<file path="src/rtl/aprb_pkg.sv">
// ----------------------------------------------------------------------------
// aprb_pkg
// Shared types and constants for the aging point ring buffer.
// ----------------------------------------------------------------------------
package aprb_pkg;

  localparam int DEPTH = 64;
  localparam int IDX_W = $clog2(DEPTH);
  localparam int CNT_W = $clog2(DEPTH + 1);
  localparam int LIFE_W = 16;
  localparam int IN_W = 136;
  localparam int OUT_W = 136;

  typedef enum logic [1:0] {
    MODE_ADD   = 2'd0,
    MODE_TICK  = 2'd1,
    MODE_CLEAR = 2'd2,
    MODE_READ  = 2'd3
  } mode_t;

  typedef enum logic [0:0] {
    ST_IDLE   = 1'b0,
    ST_EXPIRE = 1'b1
  } state_t;

  typedef struct packed {
    logic [31:0]       x;
    logic [31:0]       y;
    logic [LIFE_W-1:0] life;
    logic [14:0]       half;
    logic [31:0]       color;
  } entry_t;

  typedef struct packed {
    logic              shift;
    logic              dec;
    logic [LIFE_W-1:0] delta;
  } cell_ctrl_t;

endpackage

</file>
<file path="src/rtl/aprb_cell.sv">
// ----------------------------------------------------------------------------
// aprb_cell
// One point slot: load, shift from neighbor, or age by delta.
// ----------------------------------------------------------------------------
module aprb_cell (
  input  logic                clk,
  input  aprb_pkg::cell_ctrl_t ctrl,
  input  logic                wr_en,
  input  aprb_pkg::entry_t    wr_data,
  input  aprb_pkg::entry_t    nb_data,
  output aprb_pkg::entry_t    data
);
  import aprb_pkg::*;

  entry_t data_r, data_nxt;

  always_comb begin
    data_nxt = data_r;
    if (wr_en) begin
      data_nxt = wr_data;
    end else if (ctrl.shift) begin
      data_nxt = nb_data;
    end else if (ctrl.dec) begin
      data_nxt.life = (data_r.life > ctrl.delta) ? data_r.life - ctrl.delta : '0;
    end
  end

  always_ff @(posedge clk) begin
    data_r <= data_nxt;
  end

  assign data = data_r;

endmodule

</file>
<file path="config.mk">
export PLATFORM = sky130hd
export DESIGN_NAME = aprb_cell
export DESIGN_NICKNAME = d
export VERILOG_FILES = /design/src/rtl/aprb_pkg.sv /design/src/rtl/aprb_cell.sv
export SDC_FILE = /design/constraint.sdc
export NUM_CORES = 1
export LEC_CHECK = 0
export BUFFER_PORTS_ARGS = -buffer_cell sky130_fd_sc_hd__buf_2
export CORE_AREA = 3 3 155 157
export CTS_BUF_LIST = sky130_fd_sc_hd__clkbuf_8
export CTS_CLUSTER_SIZE = 28
export DETAILED_ROUTE_END_ITERATION = 10
export DIE_AREA = 0 0 158 160
export SETUP_SLACK_MARGIN = 0.2
export SKIP_CTS_REPAIR_TIMING = 1
export SYNTH_ARGS = -nofsm -noshare
export SYNTH_HDL_FRONTEND = slang
export SYNTH_SLANG_ARGS = --single-unit
export TNS_END_PERCENT = 50
</file>
<file path="constraint.sdc">
create_clock -name clk -period 5.8 [get_ports clk]
set_input_delay 0.58 -clock clk [delete_from_list [all_inputs] [get_ports clk]]
set_output_delay 0.58 -clock clk [all_outputs]
set_load 0.005 [all_outputs]
</file>
After elaboration in Yosys (flattened, before gate mapping)
Index checks and enable logic that the tools add are counted. W data, S select, Z words.

Flip-flop bits (word level): 127. Latch bits: 0. RAM bits: 0. Bits in read-only memories: 0. Bits of input ports: 274. Output and inout bits: 127. Logic and storage cells: 15. Memories: 0.

Add/subtract/negate cells: 1. Multipliers: 0. Divide/modulo/power cells: 0. Magnitude comparators: 1. Eq/ne operators: 0. Shifts and indexed selects: 0. Multiplexer cells: 6. Bitwise logic cells: 0. Reduce and logical (&&, ||, !) cells: 2.

Operators with widths (number): $mux W127 (1); $mux W64 (1); $mux W16 (3); $mux W47 (1); $gt A16 B16 Y1 (1); $sub A16 B16 Y16 (1); $reduce_bool A3 Y1 (1); $reduce_bool A2 Y1 (1).

Depth between registers and ports, before layout
Word-level depth: 5. Gate-level depth with buffers: 10. Mapped depth without buffers: 9.

Least setup slack after synthesis
Ideal clock, no wire load.

Path type: input to register. Start: in ctrl[17] (netlist bit). End: reg data_r (netlist bit data[62]) (data pin). Setup time: 0.280 ns. Arrival time: 2.605 ns. Data required time: 5.520 ns. Path slack: 2.915 ns. Stages: 4. Buffers on the path: 1. Path through: clkbuf_1 -> or2_2 -> nand3b_1 -> o221ai_1.

RTL lines: from (decl) (RTL line aprb_cell.sv:7) `input aprb_pkg::cell_ctrl_t ctrl,`; to (signal assigned) (RTL line aprb_cell.sv:29) `data_r <= data_nxt;`; to (decl) (RTL line aprb_cell.sv:15) `entry_t data_r, data_nxt;`.

Worst setup path after layout
Start: in wr_en. End: reg data_r (netlist bit data[50]), enable pin.

Longest elaborated chain between the ends: 1.

RTL lines: from (decl) (RTL line aprb_cell.sv:8) `input logic wr_en,`; $reduce_bool A3 Y1 (no source line).

No other way between the ends. A chain may end at the register's enable or synchronous reset.

==> flow_metrics.tcl <==
set metrics [dict create \
    outcome "complete, no violations" \
    vdd_ir_drop_max_mv 0.140 \
    count_of_state_elements_after_synthesis 127 \
    average_footprint_of_a_synthesized_cell_um2 14.7 \
    combined_global_route_utilization_of_all_metal_layers_pct 16.4 \
    grt_overflow_total 0 \
    clkSinkCount 127 \
    tritoncts "built" \
    startpoint_class "input pin" \
    drt_iter0_markers 234 \
    synth.distinct_cells 48 \
    drc_errors 0 \
    core.rowCount 55 \
    hold_viol 0 \
    depth_of_the_worst_register_to_register_path 9 \
    post-route-worst-setup-slack_ps 3080 \
    timing.hold.worst.start "nb_data[5]" \
    cap_viol_max_count 0 \
    worstSetupStartpoint "wr_en" \
    wire_length_of_the_first_global_routing_pass_um 31000 \
    avgViaCountPerCell 4.55 \
    netlist_top_cells_area "edfxtp_1, mux2_2, ha_1" \
    period_needed_ps 2720 \
    worst_r2r_endpoint "data[59]$_DFFE_PP_" \
    timing.max_slew.rel_slack_pct 19.0 \
    ys_async_sr_fraction_pct 0 \
    worst_slack_placed_ps 2580 \
    buffer_ports.inserted 400 \
    worstMarginPinSlew_ps 1210 \
    grt_max_degree 76 \
    clock_latency_ps 420 \
    min-delay-path-class "in2reg" \
    cts-root-to-sink-buffers 2 \
    clock_tree.htree_level_count 4 \
    floorplan.initialDensity_pct 28.3 \
    p_leak_nw 4.12 \
    routed_wire_length_per_instance_um 18.7 \
    cellPowerDensity_nw_per_um2 284 \
    design.core.area_um2 22600 \
    count_of_flip_flops_with_a_built_in_enable_after_synthesis 127 \
    synth.cells.most_frequent "edfxtp_1, mux2_2, inv_1" \
    synth_nets 726 \
    clkTransAtPathRegs_ps 90 \
    critical_path_required_ps 5860 \
    synth_area_leader_cell "edfxtp_1" \
    gp_congestion 0.852 \
    layout_worst_path_cycle_share_pct 46.9 \
    root_buffer "clkbuf_8" \
    fmaxAchievable_mhz 368 \
    regToRegSetupSlack_ps 3190 \
    filler_cell_count 2214 \
    area.growth.synth_to_final_pct 43.0 \
    final_layout_net_count 1126 \
    yosysWarnings 0 \
    yosysTopAreaCellShare_pct 59.6 \
    vias_in_the_first_global_route 5442 \
    die-width_um 158 \
    floorplan.io_pins 401 \
    finalSetupTns_ps 0 \
    cts-buffers-inserted 17 \
    die_h_um 160 \
    syn_inst 435 \
    timing.final.max_slew_violations 0 \
    finish_stage_setup_viols 0 \
    startpoint_to_endpoint_class_of_the_critical_path "in2reg" \
    dpl.hpwl_um 16700 \
    dr.pass1.iters 4 \
    critPathMaxFanout 75 \
    synth.most_common_cell "edfxtp_1" \
    routed-via-count 5174 \
    synthFlopType "edfxtp_1" \
    die-area_um2 25300 \
    synth_seq_area_share_pct 59.6 \
    fin_skew_ps 6.25 \
    largest_reg_flops 127 \
    mappedNetlistArea_um2 6400 \
    setup.worst_path.end_class "flip-flop" \
    critPathArrivalTime_ps 2780 \
    number_of_antenna_violations_at_the_first_check_in_global_routing 8 \
    setup_repair_after_global_routing_missed_its_margin "false" \
    routed_wl_um 21200 \
    postRouteAntennaNets 0 \
    post_route_cells_drive_above_1_share_pct 66.3 \
    setup.worst_path.end "data[50]$_DFFE_PP_" \
    timing.rr.start "data[47]$_DFFE_PP_" \
]
cell families after synthesis:
group | share of synthesized area, %
AOI/OAI and AO/OA | 8.52
xor gates and xnor gates | 1.78
adders and majority gates | 3.44
buffers and inverters | 2.77
DFF | 59.6
muxes | 19.8
and+or+nand+nor | 4.10
power by group:
part | internal [W] | total (W) | switching (W)
clock | 0.000520 | 0.000917 | 0.000397
sequential | 0.00113 | 0.00116 | 0.0000302
combinational | 0.000261 | 0.000524 | 0.000262
total | 0.00191 | 0.00260 | 0.000690
worst min path at each step:
| stage | endpoint | slack (ps) | cells after the start |
|---|---|---|---|
| final | data[5]$_DFFE_PP_ | 440 | 2 |
| after global routing | data[65]$_DFFE_PP_ | 400 | 2 |
| after CTS | data[5]$_DFFE_PP_ | 400 | 2 |
| after detailed placement | data[13]$_DFFE_PP_ | 880 | 2 |
| after global placement | data[9]$_DFFE_PP_ | 880 | 2 |
| after floorplan | data[62]$_DFFE_PP_ | 780 | 2 |
area by class of cell:
type / count / area (um2) / area share [%]
flip-flops and latches: 127 / 3810 / 41.7
repair buffers: 402 / 2020 / 22.1
clock inverters: 15 / 230 / 2.51
inverters: 20 / 75.1 / 0.820
multi-input cells: 267 / 2410 / 26.4
clock buffers: 17 / 234 / 2.56
well taps: 285 / 357 / 3.90
diodes: 3 / 7.51 / 0.0820
placed cells by master (no fill, tap or decap), drive strengths merged, types with 2 or more instances in the layout:
cell type / count
a21o: 2
a21oi: 18
a221oi: 3
a22oi: 12
and2: 2
buf: 402
bufinv: 5
clkbuf: 17
clkinv: 5
diode: 3
edfxtp: 127
ha: 16
inv: 25
mux2: 111
mux2i: 2
nand2: 18
nand2b: 6
nand3b: 2
nand4: 2
nor2: 13
nor2b: 4
nor3: 2
o211ai: 3
o21ai: 11
o31ai: 11
or3: 2
xnor2: 4
xor2: 9
per-layer routing:
layer / global-route usage, % / part of all wire [%]
met1: 18.0 / 37
met4: 5.71 / 2.0
met5: 0 / 0.18
met3: 5.93 / 7.7
met2: 29.0 / 53
per-stage QoR:
stage | std cells | util, % | total power [W] | hold slack, ps | cell area [um2]
global placement | 1101 | 38.4 | 0.00170 | 882 | 8680
finish | 1136 | 40.4 | 0.00260 | 443 | 9160
global route | 1136 | 40.4 | 0.00273 | 400 | 9160
floorplan | 435 | - | 0.00145 | 779 | 6400
CTS | 1133 | 40.4 | 0.00264 | 404 | 9150
detailed placement | 1101 | 38.4 | 0.00171 | 884 | 8680
critical path, stage by stage:
cell and delay (ps):
buf_6 490, buf_4 790, or3_1 710
Note: power is estimated with default switching activity, not from simulation.
